File: src/hw/rtl/sha_pkg.sv
// SHA-256 byte stream hasher: shared types, constants and round functions.
// Used by sha_core and sha256_byte_stream_hasher_unit. No dependencies.
package sha_pkg;

    typedef logic [31:0] t_word;

    typedef struct packed {
        logic [7:0] data_byte;
        logic       byte_valid;
        logic       end_of_message;
    } t_in_item;

    typedef struct packed {
        logic [31:0] digest_word;
        logic [2:0]  word_number;
        logic        last_word;
    } t_out_item;

    typedef struct packed {
        logic start;
        logic init;
    } t_core_ctl;

    typedef enum logic [1:0] {
        CORE_IDLE,
        CORE_RUN,
        CORE_ADD
    } t_core_st;

    typedef enum logic [2:0] {
        ST_IDLE,
        ST_COMP,
        ST_PAD,
        ST_LEN,
        ST_OUT
    } t_top_st;

    localparam logic [7:0][31:0] H_INIT = {
        32'h5be0cd19, 32'h1f83d9ab, 32'h9b05688c, 32'h510e527f,
        32'ha54ff53a, 32'h3c6ef372, 32'hbb67ae85, 32'h6a09e667
    };

    localparam logic [7:0] PAD_BYTE  = 8'h80;
    localparam logic [5:0] LEN_POS   = 6'd56;
    localparam logic [5:0] LAST_BYTE = 6'd63;
    localparam logic [5:0] LAST_RND  = 6'd63;
    localparam logic [2:0] LAST_WORD = 3'd7;

    function automatic t_word rotr(input t_word x, input int unsigned n);
        return (x >> n) | (x << (32 - n));
    endfunction

    function automatic t_word bsig0(input t_word x);
        return rotr(x, 2) ^ rotr(x, 13) ^ rotr(x, 22);
    endfunction

    function automatic t_word bsig1(input t_word x);
        return rotr(x, 6) ^ rotr(x, 11) ^ rotr(x, 25);
    endfunction

    function automatic t_word ssig0(input t_word x);
        return rotr(x, 7) ^ rotr(x, 18) ^ (x >> 3);
    endfunction

    function automatic t_word ssig1(input t_word x);
        return rotr(x, 17) ^ rotr(x, 19) ^ (x >> 10);
    endfunction

    function automatic t_word ch(input t_word e, input t_word f, input t_word g);
        return (e & f) ^ (~e & g);
    endfunction

    function automatic t_word maj(input t_word a, input t_word b, input t_word c);
        return (a & b) ^ (a & c) ^ (b & c);
    endfunction

    function automatic t_word round_k(input logic [5:0] idx);
        t_word k;
        case (idx)
            6'd0:  k = 32'h428a2f98;  6'd1:  k = 32'h71374491;
            6'd2:  k = 32'hb5c0fbcf;  6'd3:  k = 32'he9b5dba5;
            6'd4:  k = 32'h3956c25b;  6'd5:  k = 32'h59f111f1;
            6'd6:  k = 32'h923f82a4;  6'd7:  k = 32'hab1c5ed5;
            6'd8:  k = 32'hd807aa98;  6'd9:  k = 32'h12835b01;
            6'd10: k = 32'h243185be;  6'd11: k = 32'h550c7dc3;
            6'd12: k = 32'h72be5d74;  6'd13: k = 32'h80deb1fe;
            6'd14: k = 32'h9bdc06a7;  6'd15: k = 32'hc19bf174;
            6'd16: k = 32'he49b69c1;  6'd17: k = 32'hefbe4786;
            6'd18: k = 32'h0fc19dc6;  6'd19: k = 32'h240ca1cc;
            6'd20: k = 32'h2de92c6f;  6'd21: k = 32'h4a7484aa;
            6'd22: k = 32'h5cb0a9dc;  6'd23: k = 32'h76f988da;
            6'd24: k = 32'h983e5152;  6'd25: k = 32'ha831c66d;
            6'd26: k = 32'hb00327c8;  6'd27: k = 32'hbf597fc7;
            6'd28: k = 32'hc6e00bf3;  6'd29: k = 32'hd5a79147;
            6'd30: k = 32'h06ca6351;  6'd31: k = 32'h14292967;
            6'd32: k = 32'h27b70a85;  6'd33: k = 32'h2e1b2138;
            6'd34: k = 32'h4d2c6dfc;  6'd35: k = 32'h53380d13;
            6'd36: k = 32'h650a7354;  6'd37: k = 32'h766a0abb;
            6'd38: k = 32'h81c2c92e;  6'd39: k = 32'h92722c85;
            6'd40: k = 32'ha2bfe8a1;  6'd41: k = 32'ha81a664b;
            6'd42: k = 32'hc24b8b70;  6'd43: k = 32'hc76c51a3;
            6'd44: k = 32'hd192e819;  6'd45: k = 32'hd6990624;
            6'd46: k = 32'hf40e3585;  6'd47: k = 32'h106aa070;
            6'd48: k = 32'h19a4c116;  6'd49: k = 32'h1e376c08;
            6'd50: k = 32'h2748774c;  6'd51: k = 32'h34b0bcb5;
            6'd52: k = 32'h391c0cb3;  6'd53: k = 32'h4ed8aa4a;
            6'd54: k = 32'h5b9cca4f;  6'd55: k = 32'h682e6ff3;
            6'd56: k = 32'h748f82ee;  6'd57: k = 32'h78a5636f;
            6'd58: k = 32'h84c87814;  6'd59: k = 32'h8cc70208;
            6'd60: k = 32'h90befffa;  6'd61: k = 32'ha4506ceb;
            6'd62: k = 32'hbef9a3f7;  6'd63: k = 32'hc67178f2;
            default: k = 32'h0;
        endcase
        return k;
    endfunction

endpackage

File: src/hw/rtl/sha_core.sv
// SHA-256 compression core: one round per cycle, rolling 16-word schedule.
// Holds the hash words. Depends on sha_pkg.
module sha_core
    import sha_pkg::*;
(
    input  logic             i_clk,
    input  logic             i_rst_n,
    input  t_core_ctl        i_ctl,
    input  logic [511:0]     i_block,
    output logic             o_done,
    output logic [7:0][31:0] o_hash
);

    t_core_st         r_st, n_st;
    logic [5:0]       r_rnd;
    logic [15:0][31:0] r_w;
    logic [7:0][31:0] r_v;
    logic [7:0][31:0] r_hash;

    t_word w_new, t1, t2;

    assign w_new = ssig1(r_w[14]) + r_w[9] + ssig0(r_w[1]) + r_w[0];
    assign t1    = r_v[7] + bsig1(r_v[4]) + ch(r_v[4], r_v[5], r_v[6])
                 + round_k(r_rnd) + r_w[0];
    assign t2    = bsig0(r_v[0]) + maj(r_v[0], r_v[1], r_v[2]);

    always_ff @(posedge i_clk) begin
        if (!i_rst_n) begin
            r_st <= CORE_IDLE;
        end else begin
            r_st <= n_st;
        end
    end

    always_comb begin
        n_st   = r_st;
        o_done = 1'b0;
        case (r_st)
            CORE_IDLE: begin
                if (i_ctl.start) begin
                    n_st = CORE_RUN;
                end
            end
            CORE_RUN: begin
                if (r_rnd == LAST_RND) begin
                    n_st = CORE_ADD;
                end
            end
            CORE_ADD: begin
                o_done = 1'b1;
                n_st   = CORE_IDLE;
            end
            default: begin
                n_st = CORE_IDLE;
            end
        endcase
    end

    always_ff @(posedge i_clk) begin
        if (!i_rst_n) begin
            r_rnd  <= '0;
            r_hash <= H_INIT;
        end else begin
            if (r_st == CORE_RUN) begin
                r_rnd <= r_rnd + 6'd1;
            end else begin
                r_rnd <= '0;
            end
            if (i_ctl.init) begin
                r_hash <= H_INIT;
            end else if (r_st == CORE_ADD) begin
                for (int i = 0; i < 8; i++) begin
                    r_hash[i] <= r_hash[i] + r_v[i];
                end
            end
        end
    end

    always_ff @(posedge i_clk) begin
        if (r_st == CORE_IDLE && i_ctl.start) begin
            for (int i = 0; i < 16; i++) begin
                r_w[i] <= i_block[511 - 32*i -: 32];
            end
            r_v <= r_hash;
        end else if (r_st == CORE_RUN) begin
            for (int i = 0; i < 15; i++) begin
                r_w[i] <= r_w[i+1];
            end
            r_w[15] <= w_new;
            r_v[7] <= r_v[6];
            r_v[6] <= r_v[5];
            r_v[5] <= r_v[4];
            r_v[4] <= r_v[3] + t1;
            r_v[3] <= r_v[2];
            r_v[2] <= r_v[1];
            r_v[1] <= r_v[0];
            r_v[0] <= t1 + t2;
        end
    end

    assign o_hash = r_hash;

endmodule

File: src/hw/rtl/sha256_byte_stream_hasher_unit.sv
// SHA-256 byte stream hasher top level: byte packing, padding sequencer, digest output.
// Item without end mark: shifted in; if it completes a 64-byte block, input waits for
// that block's compression. End of message: padding shifts one byte per cycle plus one
// or two compressions.
// Digest: eight result items, one per cycle while accepted. Reset is synchronous,
// active low, and returns the hash words to the initial values with empty counters.
module sha256_byte_stream_hasher_unit
    import sha_pkg::*;
(
    input  logic      i_clk,
    input  logic      i_rst_n,
    input  logic      i_in_valid,
    output logic      o_in_ready,
    input  t_in_item  i_in_item,
    output logic      o_out_valid,
    input  logic      i_out_ready,
    output t_out_item o_out_item
);

    t_top_st      r_st, n_st;
    logic [511:0] r_blk, n_blk;
    logic [5:0]   r_cnt, n_cnt;
    logic [63:0]  r_bits, n_bits;
    logic         r_fin, n_fin;
    logic         r_p80, n_p80;
    logic         r_lenin, n_lenin;
    logic         r_start, n_start;
    logic [2:0]   r_wcnt, n_wcnt;

    logic             shift_en;
    logic [7:0]       shift_byte;
    logic [63:0]      len_sh;
    logic             core_done;
    logic [7:0][31:0] core_hash;
    t_core_ctl        core_ctl;

    assign len_sh = r_bits >> {~r_cnt[2:0], 3'b000};

    sha_core u_core (
        .i_clk   (i_clk),
        .i_rst_n (i_rst_n),
        .i_ctl   (core_ctl),
        .i_block (r_blk),
        .o_done  (core_done),
        .o_hash  (core_hash)
    );

    always_ff @(posedge i_clk) begin
        if (!i_rst_n) begin
            r_st    <= ST_IDLE;
            r_cnt   <= '0;
            r_bits  <= '0;
            r_fin   <= 1'b0;
            r_p80   <= 1'b0;
            r_lenin <= 1'b0;
            r_start <= 1'b0;
            r_wcnt  <= '0;
        end else begin
            r_st    <= n_st;
            r_cnt   <= n_cnt;
            r_bits  <= n_bits;
            r_fin   <= n_fin;
            r_p80   <= n_p80;
            r_lenin <= n_lenin;
            r_start <= n_start;
            r_wcnt  <= n_wcnt;
        end
    end

    always_ff @(posedge i_clk) begin
        r_blk <= n_blk;
    end

    always_comb begin
        n_st          = r_st;
        n_cnt         = r_cnt;
        n_bits        = r_bits;
        n_fin         = r_fin;
        n_p80         = r_p80;
        n_lenin       = r_lenin;
        n_start       = 1'b0;
        n_wcnt        = r_wcnt;
        shift_en      = 1'b0;
        shift_byte    = i_in_item.data_byte;
        core_ctl      = '0;
        core_ctl.start = r_start;
        o_in_ready    = 1'b0;
        o_out_valid   = 1'b0;
        case (r_st)
            ST_IDLE: begin
                o_in_ready = 1'b1;
                if (i_in_valid) begin
                    if (i_in_item.byte_valid) begin
                        shift_en = 1'b1;
                        n_cnt    = r_cnt + 6'd1;
                        n_bits   = r_bits + 64'd8;
                    end
                    if (i_in_item.end_of_message) begin
                        n_fin = 1'b1;
                    end
                    if (i_in_item.byte_valid && r_cnt == LAST_BYTE) begin
                        n_st    = ST_COMP;
                        n_start = 1'b1;
                    end else if (i_in_item.end_of_message) begin
                        n_st = ST_PAD;
                    end
                end
            end
            ST_COMP: begin
                if (core_done) begin
                    if (!r_fin) begin
                        n_st = ST_IDLE;
                    end else if (r_lenin) begin
                        n_st = ST_OUT;
                    end else begin
                        n_st = ST_PAD;
                    end
                end
            end
            ST_PAD: begin
                shift_en   = 1'b1;
                shift_byte = r_p80 ? 8'h00 : PAD_BYTE;
                n_p80      = 1'b1;
                n_cnt      = r_cnt + 6'd1;
                if (r_cnt == LAST_BYTE) begin
                    n_st    = ST_COMP;
                    n_start = 1'b1;
                end else if (r_cnt == LEN_POS - 6'd1) begin
                    n_st = ST_LEN;
                end
            end
            ST_LEN: begin
                shift_en   = 1'b1;
                shift_byte = len_sh[7:0];
                n_cnt      = r_cnt + 6'd1;
                if (r_cnt == LAST_BYTE) begin
                    n_lenin = 1'b1;
                    n_st    = ST_COMP;
                    n_start = 1'b1;
                end
            end
            ST_OUT: begin
                o_out_valid = 1'b1;
                if (i_out_ready) begin
                    n_wcnt = r_wcnt + 3'd1;
                    if (r_wcnt == LAST_WORD) begin
                        core_ctl.init = 1'b1;
                        n_fin   = 1'b0;
                        n_p80   = 1'b0;
                        n_lenin = 1'b0;
                        n_bits  = '0;
                        n_st    = ST_IDLE;
                    end
                end
            end
            default: begin
                n_st = ST_IDLE;
            end
        endcase
        n_blk = shift_en ? {r_blk[503:0], shift_byte} : r_blk;
    end

    assign o_out_item.digest_word = core_hash[r_wcnt];
    assign o_out_item.word_number = r_wcnt;
    assign o_out_item.last_word   = (r_wcnt == LAST_WORD);

endmodule
File: config.mk
export PLATFORM = sky130hd
export DESIGN_NAME = sha256_byte_stream_hasher_unit
export DESIGN_NICKNAME = d
export VERILOG_FILES = /design/src/hw/rtl/sha_pkg.sv /design/src/hw/rtl/sha_core.sv /design/src/hw/rtl/sha256_byte_stream_hasher_unit.sv
export SDC_FILE = /design/constraint.sdc
export NUM_CORES = 2
export LEC_CHECK = 0
export ABC_AREA = 1
export CAP_MARGIN = 20
export CORE_MARGIN = 2
export CORE_UTILIZATION = 25
export CTS_BUF_LIST = sky130_fd_sc_hd__clkbuf_16
export DETAILED_ROUTE_END_ITERATION = 16
export DONT_BUFFER_PORTS = 1
export GPL_TIMING_DRIVEN = 0
export PLACE_DENSITY_LB_ADDON = 0.25
export SYNTH_ARGS = -nofsm -noshare
export SYNTH_HDL_FRONTEND = slang
export SYNTH_SLANG_ARGS = --single-unit
File: constraint.sdc
create_clock -name i_clk -period 53.1 [get_ports i_clk]
set_input_delay 0 -clock i_clk [delete_from_list [all_inputs] [get_ports i_clk]]
set_output_delay 0 -clock i_clk [all_outputs]
set_load 0.01 [all_outputs]
==> results.json <==
{
  "grt_usage": 0.2203,
  "drv_cap": 0,
  "power_frac_clock": 0.403,
  "avgSynthCellArea_um2": 8.497,
  "hold_viol": 0,
  "regArea_um2": 45900,
  "slowest_stage": "clkbuf_1",
  "finalMaxSlewViolations": 0,
  "fillers": 41470,
  "synth_top_cell_area_share": 0.3961,
  "die_w_um": 627.1,
  "hp-start": "i_in_valid",
  "worstPathMaxFanout": 8,
  "worstSetupEndpointType": "flop",
  "yosysSeqAreaShare": 0.4730,
  "ctsLongestPathBuffers": 4,
  "p_sw_frac": 0.2670,
  "multi_input_area_um2": 44870,
  "critPathMaxStageDelay_ns": 0.84,
  "start_util": 0.2514,
  "drt_wl_total_um": 445200,
  "yosysWarningCount": 0,
  "finalSetupViolCount": 0,
  "fin_skew_ns": 0.08115,
  "crit_type": "flop to flop",
  "die_y_um": 627.1,
  "cp-start-kind": "flop",
  "synth_compound_area_frac": 0.1282,
  "routedWlPerCell_um": 26.06,
  "viasPerCell": 4.983,
  "h-tree-depth": 4,
  "fin_util": 0.2893,
  "peakVddDrop_mv": 0.02984,
  "nets": 12330,
  "synth_edf_count": 1280,
  "core-area_um2": 386000,
  "synth-simple-area-share": 0.2017,
  "final_cell_count_no_fill": 17090,
  "drive_gt1_frac": 0.04440,
  "ant_nets": 0,
  "slew_headroom": 0.07221,
  "placed_cells": 16670,
  "required_ns": 53.67,
  "synth.area.mux_share": 0.003210,
  "ys_async_sr_fraction": 0,
  "startpoint": "u_core.r_v[138]$_DFFE_PP_",
  "clk_pin_slew_ns": 0.07,
  "cts_resized": 0,
  "final.setup.tns_ns": 0,
  "gp_congestion": 1.011,
  "grt_max_degree": 66,
  "ys_top_cells_by_area": "edfxtp_1 40%, nand2_1 13%, dfxtp_1 7.7%",
  "tritoncts": "built",
  "finalInstanceArea_um2": 111700,
  "synthAdderAreaFrac": 0.09306,
  "ys.flop_type": "edfxtp_1",
  "ys_types": 63,
  "finalCritPeriodShare": 0.1593,
  "min_path_type": "primary input to flop",
  "clkSinkCount": 1653,
  "synth_top_family_by_area": "simple AND/OR/NAND/NOR gates",
  "area_delta_synth_final_pct": 15.07,
  "grt_pass1_wl_um": 618100,
  "rsz0062_at_grt": "no",
  "yosysTopAreaCell": "edfxtp_1",
  "p_leak_uw": 0.04551,
  "internal-power_uw": 2455,
  "post-place-ws_ns": 44.80,
  "synth_cells": 11420,
  "rows": 228,
  "worstPathArrival_ns": 9.03,
  "cp_common_cell": "inv_1",
  "grt_pass1_vias": 80610,
  "dieArea_um2": 393200,
  "path_buf_inv": 6,
  "power.switching_uw": 894.4,
  "netlist_area_um2": 97050,
  "io_pins": 52,
  "grt_remaining_overflow": 0,
  "dp_hpwl_um": 355700,
  "vias": 85140,
  "drc": 0,
  "reg2reg_from": "u_core.r_v[138]$_DFFE_PP_",
  "synth_nets": 12020,
  "yosysMostFrequentCell": "nand2_1",
  "layout_setup_ws_ns": 44.64,
  "max_freq_mhz": 118.2,
  "drt-initial-drc-count": 10110,
  "antenna_found_initial": 41,
  "cts_made_buffers": 201,
  "firstDrtPassIters": 8,
  "status": "completed",
  "cp_top_family": "compound AO/OA/AOI/OAI gates",
  "min_period_ns": 8.459,
  "synth_common_cells": "3353 x nand2_1, 1280 x edfxtp_1, 1221 x inv_1",
  "combPwrFrac": 0.075,
  "dpl-instance-area_um2": 105100,
  "root_buffer": "clkbuf_16",
  "worstMarginPinSlew_ns": 1.377,
  "ys_seq_elements": 1653,
  "portBuffers": 0,
  "clk-insertion-delay-late_ns": 0.89,
  "synth_xor_area_frac": 0.03591,
  "seq_power_share": 0.523,
  "power.density_nw_per_um2": 30.00
}
[power by group through the flow]
stage               combinational [uW]  clock [uW]  sequential (uW)
global placement                   218           0             1920
global route                       258        1420             1770
finish                             250        1350             1750
CTS                                241        1370             1750
detailed placement                 237           0             1780
floorplan                          116           0             1820
[per-stage QoR]
stage	hold WS, ns	power [uW]
3_5_place_dp	0.1842	2012
3_3_place_gp	0.1838	2137
4_1_cts	0.01032	3366
6_report	0.05882	3350
2_1_floorplan	0.1644	1935
5_1_grt	0.06794	3447
[sequential cells by signal, indices dropped and copies added (netlist names), named ones only]
register       cells
u_core.o_hash    256
r_bits            61
u_core.r_rnd       6
r_lenin            1
u_core.r_w       512
r_st               3
u_core.r_st        2
r_start            1
u_core.r_v       256
r_cnt              6
r_p80              1
r_wcnt             3
r_blk            512
r_fin              1
[worst paths after layout]
path         slack [ns]  depth (start not counted)                        to
max               44.64                         26  u_core.r_v[24]$_DFFE_PP_
min                0.06                          3    r_bits[3]$_SDFFE_PN0P_
max reg2reg       44.64                         26  u_core.r_v[24]$_DFFE_PP_
min reg2reg        0.38                          0      r_blk[251]$_DFFE_PP_
[cells in the final DEF (no fill, tap or decap), types with 22 or more instances in the layout]
cell	n
clkbuf_1	339
ha_1	393
o21bai_1	55
clkinv_1	53
dfxtp_1	373
a21boi_0	32
clkbuf_16	203
xor2_1	234
buf_1	22
nand3_1	429
o21ai_0	855
a21oi_1	889
xnor2_1	162
buf_16	25
o21a_1	40
nor3_1	92
o211ai_1	101
clkinv_2	39
edfxtp_1	1280
nor2_1	696
nand2_1	3352
mux2i_1	30
a21o_1	64
nand4_1	123
nor4_1	26
buf_12	25
inv_1	1254
a31oi_1	77
dlygate4sd3_1	24
buf_2	48
or2_2	34
fa_1	195
[cell families after synthesis]
logic type                 after synthesis
muxes                                   31
AOI/OAI and AO/OA                     2244
xor gates and xnor gates               397
buffers and inverters                 1661
adders and majority gates              609
DFF                                   1653
and+or+nand+nor                       4827
[area by class of cell]
class                      count  area share
tap                         5175     0.05798
timing repair buffer         106     0.01619
sequential                  1653      0.4111
inverter                    1235     0.04151
clock inverter               160     0.01041
clock buffer                 203     0.04549
buffer                       426     0.01510
multi-input combinational   8108      0.4018
antenna                       21   0.0004706
[worst reg2reg max path: cells and delay by family, from the launching register on]
family	cells	cell delay, ns
mux	1	0.55
compound gates	9	2.57
simple gates	4	0.76
flops	1	0.47
fa+ha+maj	6	2.49
buf+inv	6	1.36
[what timing repair did]
| action | 4_1_cts | 5_1_grt |
|---|---|---|
| hold buffers | 24 | 0 |
| hold endpoints to repair | 118 | 0 |
| buffers inserted | 0 | 0 |
[per-layer routing]
layer / up-vias / wire, um / GRT usage
li1: 38950 / - / -
met5: - / 178 / 0
met4: 26 / 22350 / 0.09474
met1: 41370 / 191800 / 0.2991
met2: 3932 / 193800 / 0.3407
met3: 864 / 37170 / 0.04158
Note: power is estimated with default switching activity, not from simulation.
